File: src/rtl/core/assert_macros.svh
// Assertion helpers shared by the RTL
`ifndef ASSERT_MACROS_SVH
`define ASSERT_MACROS_SVH

// Same-cycle implication, disabled during reset
`define ASSERT_IMPLIES(label, ante, cons, msg) \
    label: assert property (@(posedge clk) disable iff (!rst_n) (ante) |-> (cons)) \
        else $error(msg);

// Next-cycle implication, disabled during reset
`define ASSERT_NEXT(label, ante, cons, msg) \
    label: assert property (@(posedge clk) disable iff (!rst_n) (ante) |=> (cons)) \
        else $error(msg);

`endif

File: src/rtl/core/abbc_pkg.sv
// ----------------------------------------------------------------------------
// abbc_pkg
// Types, constants and helpers of the trio ABBA/BABA/BBAA accumulator.
// ----------------------------------------------------------------------------
package abbc_pkg;

    localparam int TRIO_W    = 10;
    localparam int DEPTH     = 1024;
    localparam int FREQ_BITS = 16;
    localparam int FREQ_W    = FREQ_BITS + 1;
    localparam int PROD_W    = 2 * FREQ_W;
    localparam int SUM_W     = 64;
    localparam int CNT_W     = 32;
    localparam int WS_W      = 20;
    localparam int D_W       = 16;
    localparam int Q_W       = 16;
    localparam int DEN_W     = SUM_W + 1;
    localparam int REM_W     = SUM_W + 2;
    localparam int BIT_IDX_W = 5;
    localparam int SEL_W     = 2;
    localparam int NUM_D     = 3;
    localparam int MASK_W    = 4;
    localparam int CHOICE_W  = 2;
    localparam int ZFLAG_W   = 3;

    localparam logic [WS_W-1:0]   WS_RESET  = 20'd20000;
    localparam logic [FREQ_W-1:0] FREQ_ONE  = FREQ_W'(1) << FREQ_BITS;
    localparam logic [CNT_W-1:0]  CNT_MAX   = '1;
    localparam logic [TRIO_W-1:0] LAST_ROW  = TRIO_W'(DEPTH - 1);
    localparam logic [TRIO_W-1:0] MUL_LAST  = TRIO_W'(2);
    localparam logic [TRIO_W-1:0] MOD_LAST  = TRIO_W'(CNT_W - 1);
    localparam logic [TRIO_W-1:0] DIV_LAST  = TRIO_W'(Q_W - 1);
    localparam logic [SEL_W-1:0]  SEL_LAST  = SEL_W'(NUM_D - 1);
    localparam logic [Q_W-1:0]    D_POS_MAX = 16'h7FFF;

    localparam logic KIND_ACC = 1'b0;
    localparam logic KIND_RO  = 1'b1;

    localparam logic [CHOICE_W-1:0] DMIN_FIRST  = 2'd0;
    localparam logic [CHOICE_W-1:0] DMIN_SECOND = 2'd1;
    localparam logic [CHOICE_W-1:0] DMIN_THIRD  = 2'd2;
    localparam logic [CHOICE_W-1:0] PAT_BBAA    = 2'd0;
    localparam logic [CHOICE_W-1:0] PAT_BABA    = 2'd1;
    localparam logic [CHOICE_W-1:0] PAT_ABBA    = 2'd2;

    typedef enum logic [3:0] {
        ST_CLEAR,
        ST_IDLE,
        ST_LOAD,
        ST_MUL,
        ST_UPD,
        ST_MSTEP,
        ST_DINIT,
        ST_DSTEP,
        ST_DEND,
        ST_WR,
        ST_OUT
    } state_t;

    typedef struct packed {
        logic [SUM_W-1:0] abba_run;
        logic [SUM_W-1:0] baba_run;
        logic [SUM_W-1:0] bbaa_run;
        logic [SUM_W-1:0] abba_win;
        logic [SUM_W-1:0] baba_win;
        logic [SUM_W-1:0] bbaa_win;
        logic [CNT_W-1:0] count;
    } entry_t;

    typedef struct packed {
        logic              load;
        logic              clr_wr;
        logic              mul_en;
        logic              upd;
        logic              mod_en;
        logic              div_init;
        logic              div_en;
        logic              div_end;
        logic              wr;
        logic              win_clr;
        logic              emit;
        logic [TRIO_W-1:0] idx;
        logic [SEL_W-1:0]  sel;
    } cmd_t;

    typedef struct packed {
        logic ro;
        logic skip;
        logic no_window;
        logic mod_zero;
    } stat_t;

    function automatic logic [SUM_W-1:0] sat_add(input logic [SUM_W-1:0] a,
                                                 input logic [SUM_W-1:0] b);
        logic [SUM_W:0] s;
        s = {1'b0, a} + {1'b0, b};
        return s[SUM_W] ? {SUM_W{1'b1}} : s[SUM_W-1:0];
    endfunction

endpackage

File: src/rtl/core/abbc_ctrl.sv
// ----------------------------------------------------------------------------
// abbc_ctrl
// Sequencer: clearing pass, multiply steps, window check, D divisions.
// ----------------------------------------------------------------------------
`include "assert_macros.svh"

module abbc_ctrl (
    input  logic          clk,
    input  logic          rst_n,
    input  logic          start,
    input  abbc_pkg::stat_t stat,
    output abbc_pkg::cmd_t  cmd,
    output logic          busy
);
    import abbc_pkg::*;

    state_t            state_reg, state_next;
    logic [TRIO_W-1:0] cnt_reg, cnt_next;
    logic [SEL_W-1:0]  sel_reg, sel_next;

    always_ff @(posedge clk or negedge rst_n)
    begin
        if (!rst_n)
        begin
            state_reg <= ST_CLEAR;
            cnt_reg   <= '0;
            sel_reg   <= '0;
        end
        else
        begin
            state_reg <= state_next;
            cnt_reg   <= cnt_next;
            sel_reg   <= sel_next;
        end
    end

    always_comb
    begin
        state_next = state_reg;
        cnt_next   = cnt_reg;
        sel_next   = sel_reg;
        case (state_reg)
            ST_CLEAR:
            begin
                cnt_next = cnt_reg + 1'b1;
                if (cnt_reg == LAST_ROW)
                begin
                    cnt_next   = '0;
                    state_next = ST_IDLE;
                end
            end
            ST_IDLE:
            begin
                if (start)
                    state_next = ST_LOAD;
            end
            ST_LOAD:
            begin
                cnt_next = '0;
                sel_next = '0;
                if (stat.ro)
                    state_next = ST_DINIT;
                else if (stat.skip)
                    state_next = ST_IDLE;
                else
                    state_next = ST_MUL;
            end
            ST_MUL:
            begin
                if (cnt_reg == MUL_LAST)
                begin
                    cnt_next = '0;
                    if (sel_reg == SEL_LAST)
                    begin
                        sel_next   = '0;
                        state_next = ST_UPD;
                    end
                    else
                        sel_next = sel_reg + 1'b1;
                end
                else
                    cnt_next = cnt_reg + 1'b1;
            end
            ST_UPD:
            begin
                cnt_next   = '0;
                state_next = stat.no_window ? ST_WR : ST_MSTEP;
            end
            ST_MSTEP:
            begin
                if (cnt_reg == MOD_LAST)
                begin
                    cnt_next   = '0;
                    state_next = stat.mod_zero ? ST_DINIT : ST_WR;
                end
                else
                    cnt_next = cnt_reg + 1'b1;
            end
            ST_DINIT:
            begin
                cnt_next   = '0;
                state_next = ST_DSTEP;
            end
            ST_DSTEP:
            begin
                if (cnt_reg == DIV_LAST)
                    state_next = ST_DEND;
                else
                    cnt_next = cnt_reg + 1'b1;
            end
            ST_DEND:
            begin
                cnt_next = '0;
                if (sel_reg == SEL_LAST)
                begin
                    sel_next   = '0;
                    state_next = ST_OUT;
                end
                else
                begin
                    sel_next   = sel_reg + 1'b1;
                    state_next = ST_DINIT;
                end
            end
            ST_WR:    state_next = ST_IDLE;
            ST_OUT:   state_next = ST_IDLE;
            default:  state_next = ST_IDLE;
        endcase
    end

    always_comb
    begin
        cmd          = '0;
        cmd.idx      = cnt_reg;
        cmd.sel      = sel_reg;
        cmd.load     = (state_reg == ST_IDLE) && start;
        cmd.clr_wr   = (state_reg == ST_CLEAR);
        cmd.mul_en   = (state_reg == ST_MUL);
        cmd.upd      = (state_reg == ST_UPD);
        cmd.mod_en   = (state_reg == ST_MSTEP);
        cmd.div_init = (state_reg == ST_DINIT);
        cmd.div_en   = (state_reg == ST_DSTEP);
        cmd.div_end  = (state_reg == ST_DEND);
        cmd.wr       = (state_reg == ST_WR) || ((state_reg == ST_OUT) && !stat.ro);
        cmd.win_clr  = (state_reg == ST_OUT);
        cmd.emit     = (state_reg == ST_OUT);
        busy         = (state_reg != ST_IDLE);
    end

    `ASSERT_NEXT(a_mod_exit, (state_reg == ST_MSTEP) && (cnt_reg == MOD_LAST), (state_reg == ST_WR) || (state_reg == ST_DINIT), "window check left to a wrong state")
    `ASSERT_IMPLIES(a_sel_range, (state_reg == ST_MUL) || (state_reg == ST_DSTEP), sel_reg != 2'd3, "pattern select out of range")

endmodule

File: config.mk
export PLATFORM = sky130hd
export DESIGN_NAME = abbc_ctrl
export DESIGN_NICKNAME = d
export VERILOG_FILES = /design/src/rtl/core/abbc_pkg.sv /design/src/rtl/core/abbc_ctrl.sv
export VERILOG_INCLUDE_DIRS = /design/src /design/src/rtl/core
export SDC_FILE = /design/constraint.sdc
export NUM_CORES = 1
export LEC_CHECK = 0
export ABC_CLOCK_PERIOD_IN_PS = 6500
export BUFFER_PORTS_ARGS = -buffer_cell sky130_fd_sc_hd__buf_2
export CAP_MARGIN = 20
export CORE_AREA = 5 5 53 60
export CTS_BUF_LIST = sky130_fd_sc_hd__clkbuf_8
export CTS_CLUSTER_SIZE = 8
export DETAILED_ROUTE_END_ITERATION = 16
export DIE_AREA = 0 0 58 65
export HOLD_SLACK_MARGIN = 0.15
export PLACE_DENSITY = 0.81
export SLEW_MARGIN = 20
export SYNTH_ARGS = -nofsm -noshare
export SYNTH_HDL_FRONTEND = slang
export SYNTH_SLANG_ARGS = --single-unit
File: constraint.sdc
create_clock -name clk -period 6.5 [get_ports clk]
set_clock_uncertainty 0.15 [all_clocks]
set_input_delay 1.3 -clock clk [delete_from_list [all_inputs] [get_ports clk]]
set_output_delay 1.3 -clock clk [all_outputs]
set_load 0.005 [all_outputs]
==> results of run 1 <==
## per-layer routing
layer | routed length, um | vias up | global-route usage [%]
met5 | 0 | - | 0
met3 | 224 | 2 | 4.18
li1 | - | 662 | -
met2 | 1660 | 46 | 33.3
met4 | 14 | 0 | 4.06
met1 | 1410 | 618 | 21.3
## power by group through the flow
stage                     registers [mW]  logic [mW]  clock network, mW
after floorplan                    0.158       0.371                  0
after global routing               0.219       0.480             0.0793
after global placement             0.206       0.421                  0
after CTS                          0.208       0.435             0.0747
final                              0.210       0.434             0.0740
after detailed placement           0.210       0.434                  0
## synth_stat cells, types with 4 or more instances
cell type  number
nor2_1         28
nand2_1        17
dfrtp_1        16
nor3_1         10
a21oi_1         9
clkbuf_1        7
inv_1           7
mux2i_1         7
nand3_1         5
nand2b_1        4
nor4_1          4
## through the flow
stage / area, um2 / setup WS, ns / hold slack (ns)
final: 1500 / 3.25 / 0.403
after global routing: 1500 / 3.20 / 0.415
after CTS: 1500 / 3.25 / 0.407
after detailed placement: 1460 / 3.25 / 0.390
after global placement: 1460 / 3.30 / 0.381
after floorplan: 1300 / 3.52 / 0.375
## final cells by class
class                           instances  area, um2
Clock buffer                            3       41.3
Fill cell                             260       1110
Inverter                                7       26.3
Multi-Input combinational cell        137        837
Sequential cell                        16        400
Tap cell                               33       41.3
Timing Repair Buffer                   30        150
## cells in the final DEF, fill, tap and decap left out, drive strengths merged, types with 4 or more instances in the layout
cell | Yosys | layout
buf | 2 | 30
nor2 | 28 | 28
nand2 | 17 | 17
dfrtp | 16 | 16
nor3 | 10 | 10
a21oi | 10 | 10
inv | 7 | 7
mux2i | 7 | 7
nand3 | 5 | 5
nor4 | 5 | 5
nand2b | 4 | 4
o21ai | 4 | 4
## final timing paths
path | from | to | cells after the start | slack [ns]
max | stat[3] | cmd[14] | 5 | 3.25
min | sel_reg[1]$_DFFE_PN0P_ | sel_reg[1]$_DFFE_PN0P_ | 1 | 0.40
max reg2reg | cnt_reg[6]$_DFFE_PN0P_ | state_reg[1]$_DFFE_PN0P_ | 5 | 3.89
min reg2reg | sel_reg[1]$_DFFE_PN0P_ | sel_reg[1]$_DFFE_PN0P_ | 1 | 0.40
max in group asynchronous | rst_n | state_reg[1]$_DFFE_PN0P_ | 1 | 5.11
min in group asynchronous | rst_n | cnt_reg[7]$_DFFE_PN0P_ | 1 | 0.81
## cells by family (layout without fill, tap and decap cells)
group           after synthesis  after routing  share of synthesized area, %
compound gates               37             37                          19.4
buf+inv                      16             40                          4.90
flops                        16             16                          30.8
mux                          10             10                          8.27
xor+xnor                      2              2                          1.35
simple gates                 86             86                          33.4
fa+ha+maj                     2              2                          1.92
==> key figures, run 1 <==
Critical path
  – Crit path max-delay family: simple AND/OR/NAND/NOR gates
  – CP Buf/Inv Count: 2
  – Slowest Stage Delay on Critical Path: between 0.1 and 0.15 ns
  – Crit path capture type: output port
  – Crit path cell chain: buf_2, nor2_1, nor2_1, nor2_1, buf_2
  – CP Launch Type: input pin
  – Critical Path AT: 1.80 ns
  – Most frequent CP cell: nor2_1
  – CP Class: input pin to output port
  – Crit-path slowest cell: buf_2
  – Critical Path RT: 5.05 ns
  – Crit path max fanout: 4

Timing
  – RSZ-0062 raised after global routing: false
  – Setup tns final: 0 ns
  – Endpoints failing hold: 0
  – Final Critical Period: 3.25 ns
  – Slew Limit Fails: 0
  – Worst Tran Pin Value: approximately 0.7 ns
  – Fin crit share: 49.9%
  – F_max: 0.308 GHz
  – Slew headroom: 53.2%
  – Setup-failing EPs final: 0

Synthesis
  – Largest area contributor in the netlist: dfrtp_1
  – Post-synthesis cell area: 1300 um2
  – Asr flop ratio synth: 100%
  – EDFF count, synth: 0
  – Mapped Nets: 178
  – Synth area leaders: dfrtp_1 31%, nor2_1 8.1%, mux2i_1 5.4%
  – Average size of a mapped cell: 7.70 um2
  – Number of synthesized register bits: 16
  – Distinct cells, synth: 47
  – Yosys top cell area share: 30.8%
  – Register area share after synthesis: 30.8%
  – Syn Inst Count: 169
  – Most used DFF post-synth: dfrtp_1
  – Synth warn: 0

Placement
  – Placer congestion estimate: 0.923
  – Hpwl dp: between 2000 and 3000 um
  – Placed cells: 223
  – Port bufs: 30

GRT
  – Overflow left after global routing: 0
  – Vias in the first global route: 1276
  – GRT Total Usage: 18.3%
  – Initial antenna violation count: 0
  – First-pass GRT wire length: ~5500 um
  – Largest net degree at the start of global routing: 24

Clock network
  – TritonCTS clock tree: done
  – CTS Hold Bufs: 0
  – Clk sinks: 16
  – Clock Latency Late Sink: 0.25 ns
  – Clk buf depth: 2
  – Clock slew at reported path FFs: 0.06 ns
  – CTS resizes: 0
  – Htree depth: 1
  – CTS root buf: clkbuf_8
  – Post-CTS setup repair buffer count: 0
  – CTS Buf Count: 3

Power
  – Worst vdd ir: 312 uV
  – Combinational Power Share: roughly 60%
  – P per Cell Area: just under 500 nW/um2
  – Switching pwr: 351 uW
  – Clock share of power: 10.3%
  – Share of power burned in registers: 29.2%
  – Cell Int Power: 368 uW
  – Switching Fraction: 48.8%
  – Power Total: 719 uW
  – Leak Pwr: 0.706 nW

Floorplanning
  – Row Count: 20
  – I/O pins: 31
  – Starting density of the core: 50.0%
  – Die height: 65 um
  – Core Footprint: 2600 um2
  – Die area: 3770 um2
  – Die Wd: 58 um

Cells and area
  – Final std cells w/o fill: 226
  – Layout cell share with drive strength beyond 1: 21.8%
  – Util after Layout: 57.5%
  – Ant. Diodes: 0
  – Max FFs per register: 10
  – Synthesis-to-finish area growth: 15.0%
  – # nets final: 204

Drt
  – Via count: ~1300
  – Detailed Routing Iterations Pass 1: 4
  – WL per Instance: ~15 um
  – DR vias/cell: 5.88
  – DR DRC count: 0
  – Post-DRT Antenna Nets: 0
  – Iteration-0 DRC count of the detailed router: 28
  – WL final: 3310 um

Run
  – MaxCap Viol Count: 0

Hold path
  – HP Class: register to register

Status
  – Status: finished clean
(Power assumes the default switching activity.)
==> inputs of run 2 (changes only) <==
- ABC_AREA: not set -> 1
- ABC_CLOCK_PERIOD_IN_PS: 6500 -> 3400
- CORE_AREA: 5 5 53 60 -> 5 5 56 63
- DIE_AREA: 0 0 58 65 -> 0 0 61 68
- PLACE_DENSITY: 0.81 -> 0.8
- clock period: 6.5 -> 3.4 ns (I/O delays scaled with it)
==> key figures, run 2 <==
Status
  – Status: finished clean

Critical path
  – Crit path max fanout: 8 (+4)
  – Critical Path AT: 1.47 ns (-0.33 ns)
  – CP Launch Type: register
  – Critical Path RT: 2.57 ns (-2.48 ns)
  – CP Class: register to output port
  – Crit path capture type: output port

Floorplanning
  – Die height: 68 um (+4.6%)
  – Starting density of the core: 51.0% (+1.0 points)
  – Die Wd: 61 um (+5.2%)
  – Die area: 4150 um2 (+10%)
  – Row Count: 21 (+5.0%)
  – I/O pins: 31 (unchanged)
  – Core Footprint: 2890 um2 (+11%)

Timing
  – Slew headroom: 72.5% (+19 points)
  – Fin worst setup slack: 1.10 ns (-2.15 ns)
  – Endpoints failing hold: 0 (unchanged)
  – Worst Tran Pin Value: 0.412 ns (-0.290 ns)
  – Final Critical Period: 2.30 ns
  – Slew Limit Fails: 0 (unchanged)
  – Setup-failing EPs final: 0 (unchanged)
  – Setup tns final: 0 ns (unchanged)
  – RSZ-0062 raised after global routing: false
  – F_max: 0.435 GHz
  – Fin crit share: 67.6%

Synthesis
  – Synth warn: 0 (unchanged)
  – Post-synthesis cell area: 1480 um2 (+13%)
  – Mapped Nets: 239 (+34%)
  – Asr flop ratio synth: 100% (unchanged)
  – Syn Inst Count: 230 (+36%)
  – Synth area leaders: dfrtp_1 27%, nand2_1 21%, nand3_1 8.1%
  – Distinct cells, synth: 30 (-36%)
  – Yosys top cell area share: 27.1% (-3.6 points)
  – EDFF count, synth: 0 (unchanged)
  – Number of synthesized register bits: 16 (unchanged)
  – Count leader, synth: nand2_1
  – Average size of a mapped cell: 6.41 um2 (-17%)
  – Register area share after synthesis: 27.1% (-3.6 points)
  – Most used DFF post-synth: dfrtp_1
  – Post-synth top cells: 83 x nand2_1, 28 x inv_1, 24 x nand3_1, 22 x nor2_1, 16 x dfrtp_1
  – Largest area contributor in the netlist: dfrtp_1

Cells and area
  – Most frequent cells in the layout: 83 x nand2_1, 30 x buf_2, 28 x inv_1
  – # nets final: 272 (+33%)
  – Synthesis-to-finish area growth: 15.9%
  – Max FFs per register: 10 (unchanged)
  – Layout cell share with drive strength beyond 1: 20.6% (-1.2 points)
  – Most common cell after layout, fill and taps aside: nand2_1
  – Ant. Diodes: 0 (unchanged)
  – Final std cells w/o fill: 296 (+31%)

Placement
  – Hpwl dp: 2950 um (+17%)
  – Port bufs: 30 (unchanged)
  – DP Worst Slack: 1.42 ns (-1.83 ns)
  – Placer congestion estimate: 0.951 (+3.1%)
  – Placed cells: 292 (+31%)

GRT
  – GR Util met2: 36.4% (+3.0 points)
  – Gr busiest metal: met2
  – First-pass GRT wire length: 6240 um (+13%)
  – GR Layer Usage met3: 3.58% (-0.60 points)
  – M1 GR Usage: 22.8% (+1.5 points)
  – Overflow left after global routing: 0 (unchanged)
  – GRT Total Usage: 20.2% (+1.9 points)
  – Largest net degree at the start of global routing: 17 (-29%)
  – Initial antenna violation count: 0 (unchanged)
  – Vias in the first global route: 1477 (+16%)

Run
  – MaxCap Viol Count: 0 (unchanged)

Drt
  – Via count: 1571 (+18%)
  – Detailed Routing Iterations Pass 1: 4 (unchanged)
  – WL final: 3800 um (+15%)
  – Post-DRT Antenna Nets: 0 (unchanged)
  – DR DRC count: 0 (unchanged)
  – Iteration-0 DRC count of the detailed router: 78 (+180%)
  – WL per Instance: 12.8 um (-13%)
  – DR vias/cell: 5.31 (-9.7%)

Clock network
  – CTS root buf: clkbuf_8
  – Clk sinks: 16 (unchanged)
  – Post-CTS setup repair buffer count: 0 (unchanged)
  – Clock Latency Late Sink: 0.26 ns (about the same)
  – CTS resizes: 0 (unchanged)
  – Htree depth: 1 (unchanged)
  – CTS Hold Bufs: 0 (unchanged)
  – Clock slew at reported path FFs: 0.06 ns (about the same)
  – TritonCTS clock tree: done
  – CTS Buf Count: 3 (unchanged)
  – Clk buf depth: 2 (unchanged)

Power
  – P per Cell Area: 216 nW/um2 (-55%)
  – Leak Pwr: 0.915 nW (+30%)
  – Worst vdd ir: 271 uV (-13%)

Hold path
  – HP Class: input pin to asynchronous set/reset pin
run 2: cell count changes after synthesis, sizes merged, moves of 4 or more:
cell,before,now
nor4,5,0
nand4,2,12
inv,7,32
nand2b,4,0
nor3,10,1
nand3,5,26
clkbuf,7,0
mux2i,7,0
nand2,17,88
run 2: worst max-delay path, cell delays in order, from the launching register on:
cell and delay, ns:
dfrtp_1 0.40, inv_1 0.13, nand2_4 0.11, nor2_2 0.37, buf_2 0.19
run 2: per-stage QoR:
| step | instance area (um2) | hold slack (ns) | power (mW) | utilization [%] |
|---|---|---|---|---|
| 5_1_grt | 1710 | 0.204 | 0.387 | 59.2 |
| 3_3_place_gp | 1660 | 0.369 | 0.202 | 57.3 |
| 6_report | 1710 | 0.186 | 0.369 | 59.2 |
| 2_1_floorplan | 1480 | 0.234 | 0.195 | - |
| 4_1_cts | 1710 | 0.193 | 0.375 | 59.2 |
| 3_5_place_dp | 1660 | 0.379 | 0.203 | 57.3 |
run 2: metal layers:
layer | wire length [um] | up-vias | share of wire [%]
met5 | 0 | - | 0
met4 | 59 | 0 | 1.6
met3 | 246 | 7 | 6.5
met2 | 1900 | 48 | 50
met1 | 1590 | 709 | 42
li1 | - | 807 | -
run 2: worst paths after layout:
path	from	end	slack (ns)	cells past startpoint
setup / recovery	state_reg[3]$_DFFE_PN0P_	cmd[18]	1.10	4
hold / removal	rst_n	sel_reg[1]$_DFFE_PN0P_	0.19	1
setup reg to reg	cnt_reg[1]$_DFFE_PN0P_	state_reg[2]$_DFFE_PN0P_	1.51	9
hold reg to reg	sel_reg[1]$_DFFE_PN0P_	sel_reg[1]$_DFFE_PN0P_	0.39	2
max in group asynchronous	rst_n	state_reg[2]$_DFFE_PN0P_	2.65	1
min in group clk	sel_reg[1]$_DFFE_PN0P_	sel_reg[1]$_DFFE_PN0P_	0.39	2
run 2: report_power, final:
part,internal [mW],switching (mW),leakage [nW]
registers,0.190,0,0.193
logic,0.00271,0.00577,0.694
clock network,0.103,0.0671,0.0288
run 2: area by class of cell:
type	count	area, um2
Clock buffer	4	55.1
Inverter	32	125
Multi-Input combinational cell	180	937
Timing Repair Buffer	30	150
Tap cell	34	42.5
Fill cell	295	1180
Sequential cell	16	400
run 2: cells by family (layout without fill, tap and decap cells):
logic type	after synthesis	count (layout)	synth area share, %
AO/OA/AOI/OAI	18	18	7.21
XOR/XNOR	1	1	0.594
adder cells (fa/ha/maj)	2	2	1.70
buffers and inverters	34	66	9.33
flip-flops	16	16	27.1
AND/OR/NAND/NOR	159	159	54.0
==> inputs of run 3 (changes only) <==
- ABC_CLOCK_PERIOD_IN_PS: 3400 -> 2000
- CORE_AREA: 5 5 56 63 -> 5 5 58 65
- DIE_AREA: 0 0 61 68 -> 0 0 63 70
- PLACE_DENSITY: 0.8 -> 0.78
- clock period: 3.4 -> 2 ns (I/O delays scaled with it)
==> key figures, run 3 (same netlist as run 2, synthesis figures left out) <==
Power
  – Share of power burned in registers: 54.9% (+3.3 points)
  – Switching pwr: 126 uW (+73%)
  – Leak Pwr: 0.925 nW (+1.0%)
  – Clock share of power: 42.4% (-3.7 points)
  – Power Total: 590 uW (+60%)
  – Switching Fraction: 21.4% (+1.6 points)
  – Worst vdd ir: 395 uV (+46%)
  – Cell Int Power: 464 uW (+57%)
  – Combinational Power Share: 2.8% (+0.5 points)
  – P per Cell Area: 337 nW/um2 (+56%)

Cells and area
  – Max FFs per register: 10 (unchanged)
  – # nets final: 277 (+1.8%)
  – Layout cell share with drive strength beyond 1: 24.4% (+3.8 points)
  – Synthesis-to-finish area growth: 18.5%
  – Ant. Diodes: 0 (unchanged)
  – Most frequent cells in the layout: 81 x nand2_1, 30 x buf_2, 26 x inv_1
  – Most common cell after layout, fill and taps aside: nand2_1

Critical path
  – Critical Path AT: 1.34 ns (-0.13 ns)
  – Critical Path RT: 1.45 ns (-1.12 ns)
  – Worst R2R Setup Slack: 0.21 ns (-1.30 ns)
  – Crit path capture type: output port
  – CP Launch Type: register
  – Crit path max fanout: 9 (+1)
  – CP Class: register to output port

Floorplanning
  – I/O pins: 31 (unchanged)
  – Starting density of the core: 48.8% (-2.2 points)
  – Die Wd: 63 um (+3.3%)
  – Die height: 70 um (+2.9%)
  – Die area: 4410 um2 (+6.3%)
  – Row Count: 21 (unchanged)
  – Core Footprint: 3020 um2 (+4.5%)

Timing
  – Slew headroom: 73.9% (+1.4 points)
  – Fin crit share: 94.7%
  – Setup-failing EPs final: 0 (unchanged)
  – RSZ-0062 raised after global routing: false
  – Endpoints failing hold: 0 (unchanged)
  – Slew Limit Fails: 0 (unchanged)
  – Worst Tran Pin Value: 0.392 ns (-0.0204 ns)
  – F_max: 0.528 GHz
  – Setup tns final: 0 ns (unchanged)
  – Final Critical Period: 1.89 ns
  – Fin worst setup slack: 0.105 ns (-0.997 ns)

Drt
  – DR vias/cell: 5.30 (-0.20%)
  – Post-DRT Antenna Nets: 0 (unchanged)
  – DR DRC count: 0 (unchanged)
  – Iteration-0 DRC count of the detailed router: 107 (+37%)
  – Via count: 1589 (+1.1%)
  – WL per Instance: 12.7 um (-1.2%)
  – WL final: 3800 um (+0.16%)
  – Detailed Routing Iterations Pass 1: 4 (unchanged)

Placement
  – Port bufs: 30 (unchanged)
  – Hpwl dp: 3080 um (+4.4%)
  – DP Worst Slack: 0.150 ns (-1.27 ns)
  – Placer congestion estimate: 0.911 (-4.2%)

Clock network
  – Clk buf depth: 2 (unchanged)
  – CTS Buf Count: 3 (unchanged)
  – Htree depth: 1 (unchanged)
  – CTS root buf: clkbuf_8
  – Clock slew at reported path FFs: 0.06 ns (about the same)
  – Clk sinks: 16 (unchanged)
  – TritonCTS clock tree: done
  – Clock Latency Late Sink: 0.25 ns (about the same)

Status
  – Status: finished clean

GRT
  – Vias in the first global route: 1472 (-0.34%)
  – First-pass GRT wire length: 6680 um (+7.0%)
  – Initial antenna violation count: 0 (unchanged)
  – Largest net degree at the start of global routing: 17 (unchanged)
  – Overflow left after global routing: 0 (unchanged)
  – GRT Total Usage: 18.6% (-1.6 points)

Run
  – MaxCap Viol Count: 0 (unchanged)

Hold path
  – HP Class: input pin to register
## run 3: changes by cell type in the layout (fill, tap and decap cells not counted), sizes merged
cell	before	now
clkbuf	4	3
buf	30	34
dlygate4sd3	0	1
## run 3: final cells by class
| class | instances | area [um2] |
|---|---|---|
| inverter | 32 | 125 |
| multi-input combinational | 180 | 945 |
| timing repair buffer | 35 | 190 |
| fill | 291 | 1270 |
| tap | 34 | 42.5 |
| sequential | 16 | 404 |
| clock buffer | 3 | 41.3 |
## run 3: per-stage QoR
step           cells  instance area [um2]  util (%)  hold WS (ns)
6_report         300                 1750      57.8         0.339
3_3_place_gp     295                 1680      55.5         0.192
2_1_floorplan    230                 1480         -       -0.0456
5_1_grt          300                 1750      57.8         0.373
3_5_place_dp     295                 1680      55.5         0.194
4_1_cts          299                 1730      57.2         0.337
## run 3: worst max-delay path: stages (launching register included)
cell and delay (ns):
dfrtp_1 0.49, nand2_2 0.17, nor2_4 0.27, buf_2 0.16
## run 3: final timing paths
check,end,cells after the start,start
worst max register to register,cnt_reg[9]$_DFFE_PN0P_,8,cnt_reg[0]$_DFFE_PN0P_
worst min-delay path,state_reg[3]$_DFFE_PN0P_,4,stat[1]
worst max-delay path,cmd[20],3,state_reg[0]$_DFFE_PN0P_
worst min register to register,sel_reg[1]$_DFFE_PN0P_,2,sel_reg[0]$_DFFE_PN0P_
max in group asynchronous,cnt_reg[1]$_DFFE_PN0P_,2,rst_n
min in group asynchronous,state_reg[2]$_DFFE_PN0P_,2,rst_n
## run 3: repair_timing
action / CTS / global route
gates resized for setup: 0 / 8
buffers inserted: 0 / 1
endpoints found under the hold margin: 16 / 0
endpoints found under the setup margin: 0 / 6
hold buffers: 1 / 0
## run 3: routing by layer
metal  wire length (um)  share of wire (%)  global-route usage (%)  up-vias
li1                   -                  -                       -      816
met1               1680                 44                    22.6      717
met2               1880                 50                    32.7       47
met3                177                4.7                    2.40        9
met4                 62                1.6                    7.08        0
met5                  0                  0                       0        -
## run 3: power by group through the flow
stage,registers (mW),clock network [mW],logic (mW)
floorplan,0.330,0,0.00174
global placement,0.330,0,0.0151
detailed placement,0.330,0,0.0152
CTS,0.324,0.253,0.0167
global route,0.323,0.266,0.0189
finish,0.324,0.250,0.0163
